**config.mk**
```make
export PLATFORM = sky130hd
export DESIGN_NAME = linked_list_manager_unit
export DESIGN_NICKNAME = d
export VERILOG_FILES = /design/src/design/llm_pkg.sv /design/src/design/llm_ram.sv /design/src/design/llm_datapath.sv /design/src/design/llm_ctrl.sv /design/src/design/linked_list_manager_unit.sv
export VERILOG_INCLUDE_DIRS = /design/src /design/src/design
export SDC_FILE = /design/constraint.sdc
export NUM_CORES = 2
export LEC_CHECK = 0
export ABC_AREA = 1
export BUFFER_PORTS_ARGS = -buffer_cell sky130_fd_sc_hd__buf_2
export CORE_MARGIN = 1.5
export CORE_UTILIZATION = 45
export DETAILED_ROUTE_END_ITERATION = 7
export GPL_TIMING_DRIVEN = 0
export PLACE_DENSITY_LB_ADDON = 0.2
export SYNTH_ARGS = -nofsm -noshare
export SYNTH_HDL_FRONTEND = slang
export SYNTH_SLANG_ARGS = --single-unit
```
**constraint.sdc**
```tcl
create_clock -name i_clk -period 4.95 [get_ports i_clk]
set_clock_uncertainty 0.2 [all_clocks]
set_input_delay 0.7425 -clock i_clk [delete_from_list [all_inputs] [get_ports i_clk]]
set_output_delay 0.7425 -clock i_clk [all_outputs]
set_load 0.03 [all_outputs]
```
**src/design/linked_list_manager_unit_assert.svh**
```systemverilog
// assertion macros for the linked list manager
`ifndef LINKED_LIST_MANAGER_UNIT_ASSERT_SVH
`define LINKED_LIST_MANAGER_UNIT_ASSERT_SVH
// implication checked on every rising clock edge outside reset
`define LLM_ASSERT_IMP(label, clk, rst_n, pre, post) \
    label: assert property (@(posedge clk) disable iff (!rst_n) (pre) |-> (post)) \
        else $error("assertion failed");
// next-cycle implication outside reset
`define LLM_ASSERT_NXT(label, clk, rst_n, pre, post) \
    label: assert property (@(posedge clk) disable iff (!rst_n) (pre) |=> (post)) \
        else $error("assertion failed");
`endif

```
**src/design/llm_pkg.sv**
```systemverilog
// shared types and constants for the linked list manager
package llm_pkg;
    localparam int Nodes = 64;
    localparam int ValueBits = 32;
    localparam int IdxBits = $clog2(Nodes);
    localparam int PtrBits = IdxBits + 1;
    localparam logic [PtrBits-1:0] NullPtr = PtrBits'(Nodes);
    localparam logic [PtrBits-1:0] PtrOne  = PtrBits'(1);

    localparam logic [2:0] FUNC_INS_HEAD = 3'd0;
    localparam logic [2:0] FUNC_INS_TAIL = 3'd1;
    localparam logic [2:0] FUNC_INS_POS  = 3'd2;
    localparam logic [2:0] FUNC_DEL_HEAD = 3'd3;
    localparam logic [2:0] FUNC_DEL_TAIL = 3'd4;
    localparam logic [2:0] FUNC_DEL_POS  = 3'd5;
    localparam logic [2:0] FUNC_READ     = 3'd6;

    localparam logic [2:0] ST_OK      = 3'd0;
    localparam logic [2:0] ST_POS_LOW = 3'd1;
    localparam logic [2:0] ST_RANGE   = 3'd2;
    localparam logic [2:0] ST_EMPTY   = 3'd3;
    localparam logic [2:0] ST_BADPOS  = 3'd4;
    localparam logic [2:0] ST_FULL    = 3'd5;

    typedef struct packed {
        logic [2:0]                  func;
        logic signed [15:0]          position;
        logic signed [ValueBits-1:0] value;
    } t_cmd;

    typedef struct packed {
        logic [2:0]                  status;
        logic signed [ValueBits-1:0] item_value;
        logic [PtrBits-1:0]          item_count;
        logic                        last;
    } t_result;

    // controller to datapath
    typedef struct packed {
        logic load_cmd;       // capture command, current <= head
        logic step;           // current <= read link, counter++
        logic take;           // write value into free node, fetch its link
        logic free_adv;       // free head <= fetched link
        logic link_new_head;  // new node becomes head
        logic save_next;      // new node links to successor of current
        logic link_prev_new;  // current links to new node
        logic unlink_head;    // head node goes back to the free list
        logic rd_follow;      // fetch link of the node after current
        logic bypass;         // current links past the removed node
        logic free_node;      // removed node goes back to the free list
        logic emit_value;
        logic emit_status;
        logic last;
        logic [2:0] status;
    } t_ctl;

    // datapath to controller
    typedef struct packed {
        logic [2:0]          func;
        logic                pos_low;
        logic                pos_over_ins;
        logic                pos_over_del;
        logic                pos_one;
        logic                empty;
        logic                single;
        logic                full;
        logic                walk_done;
        logic                read_done;
        logic                init_done;
    } t_sts;
endpackage

```
**src/design/llm_ram.sv**
```systemverilog
// generic single-write, single-read ram with registered read
module llm_ram #(
    parameter int Width = 8,
    parameter int Depth = 16
) (
    input  logic                     i_clk,
    input  logic                     i_we,
    input  logic [$clog2(Depth)-1:0] i_waddr,
    input  logic [Width-1:0]         i_wdata,
    input  logic [$clog2(Depth)-1:0] i_raddr,
    output logic [Width-1:0]         o_rdata
);
    logic [Width-1:0] r_mem [Depth];

    always_ff @(posedge i_clk) begin
        if (i_we) begin
            r_mem[i_waddr] <= i_wdata;
        end
        o_rdata <= r_mem[i_raddr];
    end
endmodule

```
**src/design/llm_datapath.sv**
```systemverilog
// pointer registers, node memories and result register
module llm_datapath import llm_pkg::*; (
    input  logic    i_clk,
    input  logic    i_rst_n,
    input  t_cmd    i_cmd,
    input  t_ctl    i_ctl,
    output t_sts    o_sts,
    output t_result o_result,
    output logic    o_strobe
);
    logic [PtrBits-1:0]   r_head, r_free, r_count, r_cur, r_new, r_walk, r_goal;
    logic [PtrBits-1:0]   n_head, n_free, n_count, n_cur, n_new, n_walk, n_goal;
    logic [IdxBits:0]     r_init, n_init;
    logic [ValueBits-1:0] r_value, n_value;
    logic [PtrBits-1:0]   link_rd;
    logic [ValueBits-1:0] val_rd;
    logic                 link_we;
    logic [IdxBits-1:0]   link_wa, link_ra;
    logic [PtrBits-1:0]   link_wd;
    logic                 init_busy;
    logic [16:0]          pos_ext, cnt_ext;

    assign init_busy = r_init < PtrBits'(Nodes);
    assign pos_ext = {i_cmd.position[15], i_cmd.position};
    assign cnt_ext = 17'(r_count);

    llm_ram #(.Width(PtrBits), .Depth(Nodes)) u_link (
        .i_clk  (i_clk),
        .i_we   (link_we),
        .i_waddr(link_wa),
        .i_wdata(link_wd),
        .i_raddr(link_ra),
        .o_rdata(link_rd)
    );

    llm_ram #(.Width(ValueBits), .Depth(Nodes)) u_value (
        .i_clk  (i_clk),
        .i_we   (i_ctl.take),
        .i_waddr(r_free[IdxBits-1:0]),
        .i_wdata(r_value),
        .i_raddr(r_cur[IdxBits-1:0]),
        .o_rdata(val_rd)
    );

    // link memory port control
    always_comb begin
        link_we = 1'b0;
        link_wa = r_cur[IdxBits-1:0];
        link_wd = r_free;
        link_ra = r_cur[IdxBits-1:0];
        if (init_busy) begin
            link_we = 1'b1;
            link_wa = r_init[IdxBits-1:0];
            link_wd = r_init + PtrOne;
        end else if (i_ctl.take) begin
            // fetch the next free node while taking the current one
            link_ra = r_free[IdxBits-1:0];
        end else if (i_ctl.rd_follow) begin
            link_ra = link_rd[IdxBits-1:0];
        end else if (i_ctl.link_new_head) begin
            link_we = 1'b1;
            link_wa = r_new[IdxBits-1:0];
            link_wd = r_head;
        end else if (i_ctl.save_next) begin
            link_we = 1'b1;
            link_wa = r_new[IdxBits-1:0];
            link_wd = link_rd;
        end else if (i_ctl.link_prev_new) begin
            link_we = 1'b1;
            link_wd = r_new;
        end else if (i_ctl.unlink_head) begin
            link_we = 1'b1;
            link_wd = r_free;
        end else if (i_ctl.bypass) begin
            link_we = 1'b1;
            link_wd = link_rd;
        end else if (i_ctl.free_node) begin
            link_we = 1'b1;
            link_wa = r_new[IdxBits-1:0];
            link_wd = r_free;
        end
    end

    // next values of the pointer and walk registers
    always_comb begin
        n_head  = r_head;
        n_free  = r_free;
        n_count = r_count;
        n_cur   = r_cur;
        n_new   = r_new;
        n_walk  = r_walk;
        n_goal  = r_goal;
        n_value = r_value;
        n_init  = r_init;
        if (init_busy) begin
            n_init = r_init + PtrOne;
        end
        if (i_ctl.load_cmd) begin
            n_value = i_cmd.value;
            n_cur   = r_head;
            n_walk  = PtrOne;
            // node to stop at when walking
            case (i_cmd.func)
                FUNC_INS_TAIL: begin
                    n_goal = r_count;
                end
                FUNC_DEL_TAIL: begin
                    n_goal = r_count - PtrOne;
                end
                default: begin
                    n_goal = i_cmd.position[PtrBits-1:0] - PtrOne;
                end
            endcase
        end
        if (i_ctl.step) begin
            n_cur  = link_rd;
            n_walk = r_walk + PtrOne;
        end
        if (i_ctl.take) begin
            n_new = r_free;
        end
        if (i_ctl.rd_follow) begin
            n_new = link_rd;
        end
        if (i_ctl.free_adv) begin
            n_free = link_rd;
        end
        if (i_ctl.link_new_head) begin
            n_head  = r_new;
            n_count = r_count + PtrOne;
        end
        if (i_ctl.link_prev_new) begin
            n_count = r_count + PtrOne;
        end
        if (i_ctl.unlink_head) begin
            n_head  = link_rd;
            n_free  = r_cur;
            n_count = r_count - PtrOne;
        end
        if (i_ctl.free_node) begin
            n_free  = r_new;
            n_count = r_count - PtrOne;
        end
    end

    always_ff @(posedge i_clk) begin
        if (!i_rst_n) begin
            r_head   <= NullPtr;
            r_free   <= '0;
            r_count  <= '0;
            r_init   <= '0;
            o_strobe <= 1'b0;
        end else begin
            r_head   <= n_head;
            r_free   <= n_free;
            r_count  <= n_count;
            r_init   <= n_init;
            o_strobe <= i_ctl.emit_value || i_ctl.emit_status;
        end
    end

    // walk and payload registers
    always_ff @(posedge i_clk) begin
        r_cur   <= n_cur;
        r_new   <= n_new;
        r_walk  <= n_walk;
        r_goal  <= n_goal;
        r_value <= n_value;
        o_result.status     <= i_ctl.status;
        o_result.item_value <= i_ctl.emit_value ? signed'(val_rd) : '0;
        o_result.item_count <= r_count;
        o_result.last       <= i_ctl.last;
    end

    assign o_sts.func         = i_cmd.func;
    assign o_sts.pos_low      = pos_ext[16] || pos_ext == 17'd0;
    assign o_sts.pos_over_ins = !pos_ext[16] && pos_ext > cnt_ext + 17'd1;
    assign o_sts.pos_over_del = !pos_ext[16] && pos_ext > cnt_ext;
    assign o_sts.pos_one      = pos_ext == 17'd1;
    assign o_sts.empty        = r_count == '0;
    assign o_sts.single       = r_count == PtrOne;
    assign o_sts.full         = r_count >= PtrBits'(Nodes);
    assign o_sts.walk_done    = r_walk >= r_goal;
    assign o_sts.read_done    = r_walk >= r_count;
    assign o_sts.init_done    = !init_busy;
endmodule

```
**src/design/llm_ctrl.sv**
```systemverilog
// command sequencer for the linked list manager
module llm_ctrl import llm_pkg::*; (
    input  logic i_clk,
    input  logic i_rst_n,
    input  logic i_start,
    input  t_sts i_sts,
    output t_ctl o_ctl,
    output logic o_busy
);
    `include "linked_list_manager_unit_assert.svh"

    localparam logic [3:0] S_IDLE  = 4'd0;
    localparam logic [3:0] S_WALK  = 4'd1;
    localparam logic [3:0] S_STEP  = 4'd2;
    localparam logic [3:0] S_INS_A = 4'd3;
    localparam logic [3:0] S_INS_B = 4'd4;
    localparam logic [3:0] S_INS_C = 4'd5;
    localparam logic [3:0] S_INS_D = 4'd6;
    localparam logic [3:0] S_DEL_A = 4'd7;
    localparam logic [3:0] S_DEL_B = 4'd8;
    localparam logic [3:0] S_DEL_C = 4'd9;
    localparam logic [3:0] S_DEL_D = 4'd10;
    localparam logic [3:0] S_RD_A  = 4'd11;
    localparam logic [3:0] S_RD_B  = 4'd12;
    localparam logic [3:0] S_DONE  = 4'd13;
    localparam logic [3:0] S_INIT  = 4'd14;

    logic [3:0] r_state, n_state;
    logic [2:0] r_func, n_func;
    logic       r_at_head, n_at_head;

    assign o_busy = r_state != S_IDLE;

    always_comb begin
        n_state   = r_state;
        n_func    = r_func;
        n_at_head = r_at_head;
        o_ctl     = '0;
        case (r_state)
            S_INIT: begin
                if (i_sts.init_done) begin
                    n_state = S_IDLE;
                end
            end
            S_IDLE: begin
                if (i_start) begin
                    o_ctl.load_cmd = 1'b1;
                    n_func = i_sts.func;
                    o_ctl.last = 1'b1;
                    case (i_sts.func)
                        FUNC_INS_HEAD, FUNC_INS_TAIL, FUNC_INS_POS: begin
                            if (i_sts.func == FUNC_INS_POS && i_sts.pos_low) begin
                                o_ctl.status = ST_POS_LOW; o_ctl.emit_status = 1'b1;
                            end else if (i_sts.func == FUNC_INS_POS && i_sts.pos_over_ins) begin
                                o_ctl.status = ST_RANGE; o_ctl.emit_status = 1'b1;
                            end else if (i_sts.full) begin
                                o_ctl.status = ST_FULL; o_ctl.emit_status = 1'b1;
                            end else begin
                                n_at_head = i_sts.func == FUNC_INS_HEAD || i_sts.empty ||
                                    (i_sts.func == FUNC_INS_POS && i_sts.pos_one);
                                n_state = n_at_head ? S_INS_A : S_WALK;
                            end
                        end
                        FUNC_DEL_HEAD, FUNC_DEL_TAIL: begin
                            if (i_sts.empty) begin
                                o_ctl.status = ST_EMPTY; o_ctl.emit_status = 1'b1;
                            end else begin
                                n_at_head = i_sts.func == FUNC_DEL_HEAD || i_sts.single;
                                n_state = n_at_head ? S_DEL_A : S_WALK;
                            end
                        end
                        FUNC_DEL_POS: begin
                            if (i_sts.pos_low || i_sts.empty) begin
                                o_ctl.status = ST_BADPOS; o_ctl.emit_status = 1'b1;
                            end else if (i_sts.pos_over_del) begin
                                o_ctl.status = ST_RANGE; o_ctl.emit_status = 1'b1;
                            end else begin
                                n_at_head = i_sts.pos_one;
                                n_state = n_at_head ? S_DEL_A : S_WALK;
                            end
                        end
                        FUNC_READ: begin
                            if (i_sts.empty) begin
                                o_ctl.status = ST_EMPTY; o_ctl.emit_status = 1'b1;
                            end else begin
                                n_state = S_RD_A;
                            end
                        end
                        default: begin
                            o_ctl.last = 1'b0;
                        end
                    endcase
                end
            end
            S_WALK: begin
                // link of current node is read here, on the port next cycle
                if (i_sts.walk_done) begin
                    n_state = (r_func == FUNC_INS_TAIL || r_func == FUNC_INS_POS) ?
                              S_INS_A : S_DEL_A;
                end else begin
                    n_state = S_STEP;
                end
            end
            S_STEP: begin
                o_ctl.step = 1'b1;
                n_state = S_WALK;
            end
            S_INS_A: begin
                o_ctl.take = 1'b1;
                n_state = S_INS_B;
            end
            S_INS_B: begin
                o_ctl.free_adv = 1'b1;
                if (r_at_head) begin
                    o_ctl.link_new_head = 1'b1;
                    n_state = S_DONE;
                end else begin
                    n_state = S_INS_C;
                end
            end
            S_INS_C: begin
                o_ctl.save_next = 1'b1;
                n_state = S_INS_D;
            end
            S_INS_D: begin
                o_ctl.link_prev_new = 1'b1;
                n_state = S_DONE;
            end
            S_DEL_A: begin
                n_state = S_DEL_B;
            end
            S_DEL_B: begin
                if (r_at_head) begin
                    o_ctl.unlink_head = 1'b1;
                    n_state = S_DONE;
                end else begin
                    o_ctl.rd_follow = 1'b1;
                    n_state = S_DEL_C;
                end
            end
            S_DEL_C: begin
                o_ctl.bypass = 1'b1;
                n_state = S_DEL_D;
            end
            S_DEL_D: begin
                o_ctl.free_node = 1'b1;
                n_state = S_DONE;
            end
            S_RD_A: begin
                n_state = S_RD_B;
            end
            S_RD_B: begin
                o_ctl.emit_value = 1'b1;
                o_ctl.status = ST_OK;
                o_ctl.last = i_sts.read_done;
                if (i_sts.read_done) begin
                    n_state = S_IDLE;
                end else begin
                    o_ctl.step = 1'b1;
                    n_state = S_RD_A;
                end
            end
            S_DONE: begin
                o_ctl.status = ST_OK;
                o_ctl.emit_status = 1'b1;
                o_ctl.last = 1'b1;
                n_state = S_IDLE;
            end
            default: begin
                n_state = S_IDLE;
            end
        endcase
    end

    always_ff @(posedge i_clk) begin
        if (!i_rst_n) begin
            r_state   <= S_INIT;
            r_func    <= FUNC_INS_HEAD;
            r_at_head <= 1'b0;
        end else begin
            r_state   <= n_state;
            r_func    <= n_func;
            r_at_head <= n_at_head;
        end
    end

    `LLM_ASSERT_IMP(a_start_idle, i_clk, i_rst_n, o_ctl.load_cmd, r_state == S_IDLE)
    `LLM_ASSERT_IMP(a_one_emit, i_clk, i_rst_n, 1'b1, !(o_ctl.emit_value && o_ctl.emit_status))
    `LLM_ASSERT_NXT(a_take_links, i_clk, i_rst_n, o_ctl.take, r_state == S_INS_B)
endmodule

```
**src/design/linked_list_manager_unit.sv**
```systemverilog
// top level of the linked list manager
// one command is taken while busy is low; every command but read-out gives one
// transaction on o_result, marked by o_strobe for a single cycle, and a read-out
// gives one transaction per stored value with last on the final one. the receiver
// cannot stall. rejected commands give their status the cycle after acceptance
// and keep busy low; an unused code gives nothing. head inserts run through
// S_INS_A, S_INS_B and S_DONE, head deletes through S_DEL_A, S_DEL_B and S_DONE,
// and the result is registered from S_DONE. tail and positional commands walk the
// link memory node by node, alternating S_WALK and S_STEP. a read-out alternates
// S_RD_A and S_RD_B, emitting a value from S_RD_B. after reset the link memory is
// chained as a free list, and busy stays high until that is done.
module linked_list_manager_unit import llm_pkg::*; (
    input  logic    i_clk,
    input  logic    i_rst_n,
    input  logic    start,
    output logic    busy,
    input  t_cmd    i_cmd,
    output logic    o_strobe,
    output t_result o_result
);
    t_ctl ctl;
    t_sts sts;

    // sequencer
    llm_ctrl u_ctrl (
        .i_clk  (i_clk),
        .i_rst_n(i_rst_n),
        .i_start(start),
        .i_sts  (sts),
        .o_ctl  (ctl),
        .o_busy (busy)
    );

    // memories and pointers
    llm_datapath u_dp (
        .i_clk   (i_clk),
        .i_rst_n (i_rst_n),
        .i_cmd   (i_cmd),
        .i_ctl   (ctl),
        .o_sts   (sts),
        .o_result(o_result),
        .o_strobe(o_strobe)
    );
endmodule
```
==> run_results.csv <==
group,metric,value,unit
outcome,status,"finished with violations",
outcome,failed_checks,"max-capacitance violations, max-slew violations, negative setup slack",
finish,fin_util,53.8,%
setup_path,r2r_cells,11,
placement,dp.cells,11800,
pwr,p_per_area,499,mW/mm²
finish,final_area,0.124,mm²
clock_tree,root_buffer,"clkbuf_16",
placement,place_area,0.115,mm²
pwr,p_leak,41.8,nW
hold_path,hold_class,"in -> reg",
die,io_pins,99,
logic_synthesis,synth_area,0.105,mm²
finish,final_nets,9212,
logic_synthesis,synth_area_per_cell,12.4,µm²
clock_tree,clock-sinks,2606,
global_route,met3_usage,11.9,%
run,drv_cap,3,
global_route,grt_max_degree,65,
setup_path,r2r_setup_slack,-0.40,ns
setup_path,path_max_fanout,10,
sta,rsz0062_at_grt,"no",
die,num_rows,176,
clock_tree,clkLatencyLatePin,0.96,ns
detailed_routing,vias,79400,
global_route,track_usage,35.5,%
sta,fmax,0.187,GHz
detailed_routing,post-route-drc-count,0,
finish,multi_input_area,0.0245,mm²
global_route,grt_pass1_wl,579,mm
setup_path,rr_startpoint,"u_dp.r_cur[0]",
setup_path,cp-startpoint,"u_dp.r_cur[0]",
die,die_width,486,µm
die,start_util,45.4,%
clock_tree,cts_buffers,294,
setup_path,required,5.53,ns
clock_tree,htree_levels,5,
placement,gp_congestion,1.05,
pwr,ir_drop,370,µV
setup_path,worstPathArrival,5.93,ns
sta,setup_slack,-0.399,ns
logic_synthesis,syn_inst,8475,
sta,worst_pin_slew,1.66,ns
sta,finalCritPeriodShare,108,%
setup_path,critPathCapture,"u_dp.u_value.o_rdata[17]",
finish,syn_to_final_growth,18.4,%
global_route,grt-ovfl-total,0,
logic_synthesis,yosysWarnings,0,
setup_path,crit_path_end_kind,"flop",
die,core_area,0.231,mm²
detailed_routing,wl_per_cell,34.6,µm
setup_path,setup.worst_path.class,"reg -> reg",
logic_synthesis,ys_ff_latch,2606,
detailed_routing,drt_first_pass_iters,8,
placement,dp_hpwl,302,mm
die,chipHeight,486,µm
detailed_routing,drt_first_iter_violations,14800,
finish,final_cell_mix,"edfxtp_1 (2490), nor2_1 (1460), o21ai_0 (1322)",
detailed_routing,via_per_inst,6.42,
clock_tree,cts_buffer_depth,4,
sta,fin_crit,5.35,ns
finish,regArea,0.0771,mm²
placement,post-place-ws,-0.775,ns
placement,io_buffers,98,
die,dieArea,0.236,mm²
logic_synthesis,syn-num-nets,8566,
global_route,grt_pass1_vias,73300,
setup_path,crit-reg2reg-capture,"u_dp.u_value.o_rdata[17]",
sta,relSlewSlack,-10.9,%
finish,fillers,19300,
finish,layout_commonest_cell,"edfxtp_1",
detailed_routing,routed_wl,428,mm
finish,stdcell_count,12400,
global_route,busiest_layer,"met2",
global_route,use_met2,50.2,%
sta,hold_viol_final,0,
clock_tree,cts.reportedPaths.clkPinSlew,0.06,ns
clock_tree,tritoncts,"yes",
finish,drive_gt1_share,10.8,%
sta,setup_viol,13,
global_route,met1_usage,46.8,%
logic_synthesis,yosysSeqAreaShare,73.6,%
logic_synthesis,synthDistinctLibCells,49,
detailed_routing,antenna_left,0,
sta,slew_viol_final,32,
global_route,antenna_found_initial,33,
setup_path,start_kind,"flop",
[worst min-delay path by stage]
stage	cells after the start	slack [ns]	startpoint	endpoint
floorplan	0	0.13	u_dp.r_count[2]	u_dp.o_result[3]
global placement	0	0.15	u_dp.r_count[3]	u_dp.o_result[4]
detailed placement	0	0.14	u_dp.r_count[3]	u_dp.o_result[4]
CTS	2	0.04	i_cmd[32]	u_dp.r_goal[0]
global route	2	0.08	i_cmd[32]	u_dp.r_goal[0]
finish	2	0.06	i_cmd[32]	u_dp.r_goal[0]
[power by group]
| group | leakage (nW) | internal (mW) | switching [mW] |
|---|---|---|---|
| combinational | 14.1 | 3.75 | 12.7 |
| clock | 4.31 | 11.8 | 8.83 |
| sequential | 23.4 | 24.5 | 0.336 |
[layer usage]
layer / part of all wire [%] / wire length, µm
met1: 36 / 154000
met2: 41 / 177000
met3: 15 / 63000
met4: 7.9 / 33800
met5: 0.036 / 155
[cell type report]
class | instances | area share (%)
clock inverter | 135 | 0.756
inverter | 379 | 1.15
multi-input combinational | 4926 | 19.7
timing repair buffer | 353 | 4.86
sequential | 2606 | 62.1
buffer | 561 | 1.94
tap | 3026 | 3.05
antenna | 12 | 0.0242
clock buffer | 364 | 6.34
[cells in the mapped netlist, drive strengths merged]
cell	number	area (µm²)
nand2	543	2070
nor3	28	145
a32oi	1	8.76
o211ai	18	140
ha	37	463
clkbuf	381	1430
a221oi	7	61.3
or2	3	18.8
o21bai	2	15.0
nor2	1532	5780
nor3b	2	15.0
buf	183	941
xor2	10	87.6
o2111ai	2	17.5
o21ai	1350	6770
a21oi	100	500
a31oi	9	56.3
nand3	443	2260
a22oi	7	62.6
dfxtp	116	2320
edfxtp	2490	74800
nor4	1	6.26
nand4	11	68.8
o22ai	639	4000
and2	1	6.26
o32ai	4	35.0
o221ai	10	87.6
inv	373	1400
xnor2	4	35.0
o31ai	13	97.6
clkinv	6	22.5
a21boi	2	15.0
nand3b	145	1090
o21a	1	7.51
a211oi	1	7.51
[cell families (layout without fill, tap and decap cells)]
kind of cell	after synthesis	count (layout)	synth area share, %
simple gates	2709	2709	10.9
flops	2606	2606	73.6
compound gates	2166	2166	11.3
buf+inv	943	1792	3.62
fa+ha+maj	37	37	0.442
xor+xnor	14	14	0.117
other cells	0	12	0
[critical path: stages, from the launching register on]
cell      delay (ns)
edfxtp_1        0.36
buf_4           0.25
inv_2           0.46
buf_2           0.52
buf_2           0.48
clkbuf_1        0.48
o21ai_0         0.17
o22ai_1         0.19
o21ai_0         0.20
o22ai_1         0.71
o21ai_0         0.52
o22ai_1         0.61
[timing repair]
action | 4_1_cts | 5_1_grt
endpoints found under the setup margin | 165 | 12
gates resized for setup | 22 | 15
hold buffers | 35 | 0
setup buffers | 0 | 3
endpoints found under the hold margin | 37 | 0
[stage by stage]
stage          hold WS [ns]  setup TNS [ns]  power (mW)
6_report             0.0631           -2.73        61.9
5_1_grt              0.0786               0        63.0
2_1_floorplan         0.129               0        33.1
4_1_cts              0.0350               0        60.8
3_5_place_dp          0.145          -14.36        40.7
3_3_place_gp          0.154        -3576.28        40.3
[state kept, by name, indices dropped and copies added, names as in the netlist, 7 cells and up]
register	count
u_dp.o_result	43
u_dp.r_count	7
u_dp.r_goal	7
u_dp.r_init	7
u_dp.r_value	32
u_dp.r_walk	7
u_dp.u_link.r_mem	384
u_dp.u_value.o_rdata	32
u_dp.u_value.r_mem	2048
Note: power is estimated with default switching activity, not from simulation.
